--- src/bgcr_pkg.sv ---
package bgcr_pkg;

  // Operation codes of an input item
  typedef enum logic [1:0] {
    OP_LOAD_LATIN    = 2'd0,
    OP_LOAD_CYRILLIC = 2'd1,
    OP_SET_CURSOR    = 2'd2,
    OP_PUT_CHAR      = 2'd3
  } bgcr_op_e;

  // Configuration register indexes
  localparam int unsigned CFG_IDX_W = 3;
  localparam logic [CFG_IDX_W-1:0] CFG_LATIN_HEIGHT    = 3'd0;
  localparam logic [CFG_IDX_W-1:0] CFG_LATIN_WIDTH     = 3'd1;
  localparam logic [CFG_IDX_W-1:0] CFG_CYRILLIC_HEIGHT = 3'd2;
  localparam logic [CFG_IDX_W-1:0] CFG_CYRILLIC_WIDTH  = 3'd3;
  localparam logic [CFG_IDX_W-1:0] CFG_SPACING         = 3'd4;
  localparam logic [CFG_IDX_W-1:0] CFG_TRANSPARENT     = 3'd5;
  localparam logic [CFG_IDX_W-1:0] CFG_LATIN_PRESENT   = 3'd6;
  localparam logic [CFG_IDX_W-1:0] CFG_CYRILLIC_PRESENT = 3'd7;
  localparam int unsigned CFG_DATA_W = 8;

  // Configuration reset values
  localparam logic [4:0] RST_HEIGHT  = 5'd7;
  localparam logic [4:0] RST_WIDTH   = 5'd5;
  localparam logic [7:0] RST_SPACING = 8'd1;

  // Character code map
  localparam logic [7:0] CHAR_PRINT_FIRST = 8'd32;
  localparam logic [7:0] CHAR_GAP_FIRST   = 8'h80;
  localparam logic [7:0] CHAR_CYR_FIRST   = 8'hC0;
  localparam logic [7:0] GAP_ADVANCE      = 8'h01;
  localparam int unsigned BAND_SHIFT      = 3;    // 8 rows per band

  // Glyph counts of the two tables
  localparam int unsigned LATIN_GLYPHS    = 96;
  localparam int unsigned CYRILLIC_GLYPHS = 64;

  // Default sizing
  localparam int unsigned MAX_WIDTH_DEF = 16;
  localparam int unsigned MAX_BANDS_DEF = 3;
  localparam int unsigned LATIN_DEPTH_DEF =
      LATIN_GLYPHS * (MAX_BANDS_DEF * MAX_WIDTH_DEF + 1);

  // Input item
  typedef struct packed {
    bgcr_op_e    op;
    logic [12:0] mem_addr;
    logic [7:0]  mem_data;
    logic [7:0]  char_code;
    logic [15:0] pos_x;
    logic [15:0] pos_y;
  } bgcr_in_t;

  // Result item
  typedef struct packed {
    logic [15:0] pixel_x;
    logic [15:0] band_y;
    logic [7:0]  pattern;
    logic [7:0]  write_mask;
    logic        last;
  } bgcr_out_t;

  // Controller to datapath commands
  typedef struct packed {
    logic accept;
    logic calc_stride;
    logic calc_base;
    logic rd_width;
    logic chk_width;
    logic issue;
  } bgcr_cmd_t;

  // Datapath to controller status
  typedef struct packed {
    logic put_draw;
    logic width_ok;
    logic final_band;
    logic out_free;
  } bgcr_sts_t;

endpackage

--- src/bgcr_ctrl.sv ---
module bgcr_ctrl import bgcr_pkg::*; (
  input  logic      clk_i,
  input  logic      rst_ni,
  input  logic      in_valid_i,
  output logic      in_stall_o,
  input  bgcr_sts_t sts_i,
  output bgcr_cmd_t cmd_o
);

  localparam logic [2:0] S_IDLE   = 3'd0;
  localparam logic [2:0] S_STRIDE = 3'd1;
  localparam logic [2:0] S_BASE   = 3'd2;
  localparam logic [2:0] S_RDW    = 3'd3;
  localparam logic [2:0] S_WCHK   = 3'd4;
  localparam logic [2:0] S_RUN    = 3'd5;

  logic [2:0] state_q, state_d;

  assign in_stall_o = (state_q != S_IDLE);

  // Input acceptance and sequencing of one put-character transaction
  always_comb begin
    state_d = state_q;
    cmd_o   = '0;
    case (state_q)
      S_IDLE: begin
        cmd_o.accept = in_valid_i;
        if (in_valid_i && sts_i.put_draw) begin
          state_d = S_STRIDE;
        end
      end
      S_STRIDE: begin
        cmd_o.calc_stride = 1'b1;
        state_d           = S_BASE;
      end
      S_BASE: begin
        cmd_o.calc_base = 1'b1;
        state_d         = S_RDW;
      end
      S_RDW: begin
        if (sts_i.out_free) begin
          cmd_o.rd_width = 1'b1;
          state_d        = S_WCHK;
        end
      end
      S_WCHK: begin
        cmd_o.chk_width = 1'b1;
        state_d         = sts_i.width_ok ? S_RUN : S_IDLE;
      end
      S_RUN: begin
        if (sts_i.out_free) begin
          cmd_o.issue = 1'b1;
          if (sts_i.final_band) begin
            state_d = S_IDLE;
          end
        end
      end
      default: begin
        state_d = S_IDLE;
      end
    endcase
  end

  always_ff @(posedge clk_i or negedge rst_ni) begin
    if (!rst_ni) begin
      state_q <= S_IDLE;
    end else begin
      state_q <= state_d;
    end
  end

  // Last band returns the sequencer to idle
  a_final_idle: assert property (@(posedge clk_i) disable iff (!rst_ni)
    (cmd_o.issue && sts_i.final_band) |=> (state_q == S_IDLE))
    else $error("sequencer did not finish after final band");

  // Rejected width ends the transaction without a band
  a_reject_idle: assert property (@(posedge clk_i) disable iff (!rst_ni)
    (cmd_o.chk_width && !sts_i.width_ok) |=> (state_q == S_IDLE))
    else $error("rejected glyph width did not end the character");

endmodule

--- config.mk ---
export PLATFORM = sky130hd
export DESIGN_NAME = bgcr_ctrl
export DESIGN_NICKNAME = d
export VERILOG_FILES = /design/src/bgcr_pkg.sv /design/src/bgcr_ctrl.sv
export SDC_FILE = /design/constraint.sdc
export NUM_CORES = 1
export LEC_CHECK = 0
export BUFFER_PORTS_ARGS = -buffer_cell sky130_fd_sc_hd__buf_2
export CORE_AREA = 2 2 39 41
export DETAILED_ROUTE_END_ITERATION = 8
export DIE_AREA = 0 0 41 43
export GPL_TIMING_DRIVEN = 0
export PLACE_DENSITY = 0.33
export RECOVER_POWER = 25
export SLEW_MARGIN = 20
export SYNTH_ARGS = -nofsm -noshare
export SYNTH_HDL_FRONTEND = slang
export SYNTH_SLANG_ARGS = --single-unit
export TNS_END_PERCENT = 5
--- constraint.sdc ---
create_clock -name clk_i -period 2.5 [get_ports clk_i]
set_input_delay 0.375 -clock clk_i [delete_from_list [all_inputs] [get_ports clk_i]]
set_output_delay 0.375 -clock clk_i [all_outputs]
set_load 0.01 [all_outputs]
==> results.json <==
{
  "die_h_um": 43,
  "wl_met3_um": 44,
  "cts_setup_buffers": 0,
  "ys_top_cells_by_area": "dfrtp_1 38%, nor2_1 9.6%, nand2b_1 6.4%, a222oi_1 5.1%, mux2i_1 5.1%",
  "grt_pass1_vias": 222,
  "dp_hpwl_um": 423,
  "slew-limit-headroom": 0.808,
  "clock-sinks": 3,
  "setup_violations": 0,
  "synth_compound_area_frac": 0.199,
  "syn_avg_cell_area_um2": 7.81,
  "yosysTopAreaCell": "dfrtp_1",
  "cts_tree": "built",
  "clockBufferDepth": 2,
  "skew_ns": 0.000990,
  "fin_crit_sh": 0.663,
  "crit_path_max_incr_delay_ns": 0.34,
  "final_nets": 51,
  "clk_pin_slew_ns": 0.04,
  "initial_core_util": 0.141,
  "syn2layout_area_growth_pct": 61.5,
  "cpMaxStageDelayCell": "dfrtp_1",
  "crit_chain": "buf_2 -> nor3_1 -> and2_1 -> buf_2",
  "arrival_ns": 1.28,
  "worst_path_most_repeated_cell": "buf_2",
  "place_area_um2": 280,
  "synth-xor-area-share": 0,
  "dieArea_um2": 1760,
  "combPwrFrac": 0.506,
  "regMostFlops": "state_q",
  "drive_above_1_share": 0.372,
  "gp_congestion": 0.668,
  "holdCritPathClass": "in2reg",
  "setup_ws_ns": 0.843,
  "yosys.area_share.simple": 0.321,
  "final_area_um2": 315,
  "max-vdd-ir-drop_mv": 0.374,
  "row_count": 14,
  "grt_max_degree": 11,
  "final-max-slew-violation-count": 0,
  "wirelength_um": 539,
  "largest_reg_flops": 3,
  "drt_pass1_iterations": 5,
  "finalSetupTns_ns": 0,
  "fmax_mhz": 603,
  "synth_top_family_by_area": "simple AND/OR/NAND/NOR gates",
  "io_buffers": 13,
  "top_level_ports": 14,
  "finalCriticalPeriod_ns": 1.66,
  "yosysSeqAreaShare": 0.385,
  "power_leakage_uw": 0.000158,
  "p_int_uw": 225,
  "ys_seq_elements": 3,
  "layout_common_cells": "13 x buf_2, 5 x nor2_1, 3 x clkbuf_4, 3 x dfrtp_1",
  "antenna_found_initial": 0,
  "multiInputGateArea_um2": 111,
  "numCtsBuffers": 3,
  "synthCells": 25,
  "p_clk_frac": 0.217,
  "clockRootBuffer": "clkbuf_4",
  "drc": 0,
  "drv.max_cap_violation_count": 0,
  "vias": 228,
  "coreArea_um2": 1380,
  "wl_met2_um": 253,
  "highest_layer": "met3",
  "grt-ovfl-total": 0,
  "register_area_um2": 75.1,
  "yosysWarnings": 0,
  "met1Wirelength_um": 241,
  "syn_nets": 32,
  "status": "complete, no violations",
  "worstMarginPinSlew_ns": 0.286,
  "nFillCells": 166,
  "path_max_fanout": 10,
  "die_w_um": 41,
  "wl_per_cell_um": 9.14,
  "critPathLaunchType": "register",
  "synthMuxAreaShare": 0.0513,
  "reg.largest.list": "state_q x3",
  "grt_usage": 0.0764,
  "required_ns": 2.12,
  "powerDensity_nw_per_um2": 1240,
  "synth.distinct_cells": 16,
  "insertion_delay_ns": 0.23,
  "drt_iter0_drc": 5,
  "end_kind": "primary output",
  "diodes": 0,
  "pwr-share-seq": 0.278,
  "dp_slack_ns": 1.08,
  "switchingPower_uw": 165,
  "syn_area_um2": 195,
  "via_per_inst": 3.86,
  "hold_viol_final": 0,
  "synth_fa_ha_area_frac": 0,
  "grt_pass1_wl_um": 890,
  "htreeDepth": 1,
  "criticalPathCategory": "reg2out",
  "ant_nets": 0,
  "final_common_cell": "buf_2",
  "rsz0062_at_grt": "false",
  "swShare": 0.423,
  "yosysTopAreaCellShare": 0.385
}
[synth_stat cells]
master    instances
nand2b_1          2
nand3_1           1
inv_1             1
mux2i_1           1
o21ai_1           1
nor3_1            1
buf_2             1
o21ai_0           2
and2_1            1
o21bai_1          1
nand2_1           2
nor2_1            5
a222oi_1          1
nor3b_1           1
o22ai_1           1
dfrtp_1           3
[power by group through the flow]
stage / logic [µW] / clock network, µW / registers [µW]
detailed placement: 200 / 0 / 110
global route: 225 / 91.4 / 116
global placement: 198 / 0 / 109
floorplan: 137 / 0 / 99.0
finish: 197 / 84.4 / 108
CTS: 202 / 86.9 / 110
[worst paths after layout]
check                                        from                endpoint  slack (ns)  depth (start not counted)
setup / recovery           state_q[0]$_DFFE_PN0P_                cmd_o[5]        0.84                          4
hold / removal                           sts_i[3]  state_q[0]$_DFFE_PN0P_        0.41                          3
setup reg to reg           state_q[1]$_DFFE_PN0P_  state_q[0]$_DFFE_PN0P_        1.38                          3
hold reg to reg            state_q[2]$_DFFE_PN0P_  state_q[1]$_DFFE_PN0P_        0.56                          1
max in group asynchronous                  rst_ni  state_q[1]$_DFFE_PN0P_        1.86                          2
min in group asynchronous                  rst_ni  state_q[0]$_DFFE_PN0P_        0.48                          2
[critical path, delay by kind of cell, from the launching register on]
kind                   cells  cell delay, ns
and+or+nand+nor            2            0.42
DFF                        1            0.34
buffers and inverters      2            0.29
[layout make-up]
cell class | instances | share of cell area
timing repair buffer | 14 | 0.234
sequential | 3 | 0.238
inverter | 1 | 0.0119
tap | 16 | 0.0635
clock buffer | 4 | 0.0833
buffer | 1 | 0.0159
multi-input combinational | 20 | 0.353
[metal layers]
layer / GRT usage / vias to the layer above
met5: 0 / -
met4: 0.0600 / 0
met3: 0.0157 / 0
met2: 0.103 / 9
met1: 0.100 / 96
li1: - / 123
[metrics by stage]
stage,cells,hold slack [ns],utilization,total power (µW)
after floorplan,25,0.0794,-,236
after global routing,59,0.416,0.228,433
after global placement,54,0.169,0.203,307
after detailed placement,54,0.173,0.203,310
after CTS,59,0.404,0.229,398
final,59,0.406,0.228,390
[logic make-up after synthesis]
| family | after synthesis |
|---|---|
| compound gates | 6 |
| buf+inv | 2 |
| flops | 3 |
| mux | 1 |
| simple gates | 13 |
[what timing repair did]
| item | CTS | global route |
|---|---|---|
| endpoints found under the hold margin | 3 | 0 |
| hold buffers | 1 | 0 |
| gates resized for setup | 0 | 0 |
(Power assumes the default switching activity.)
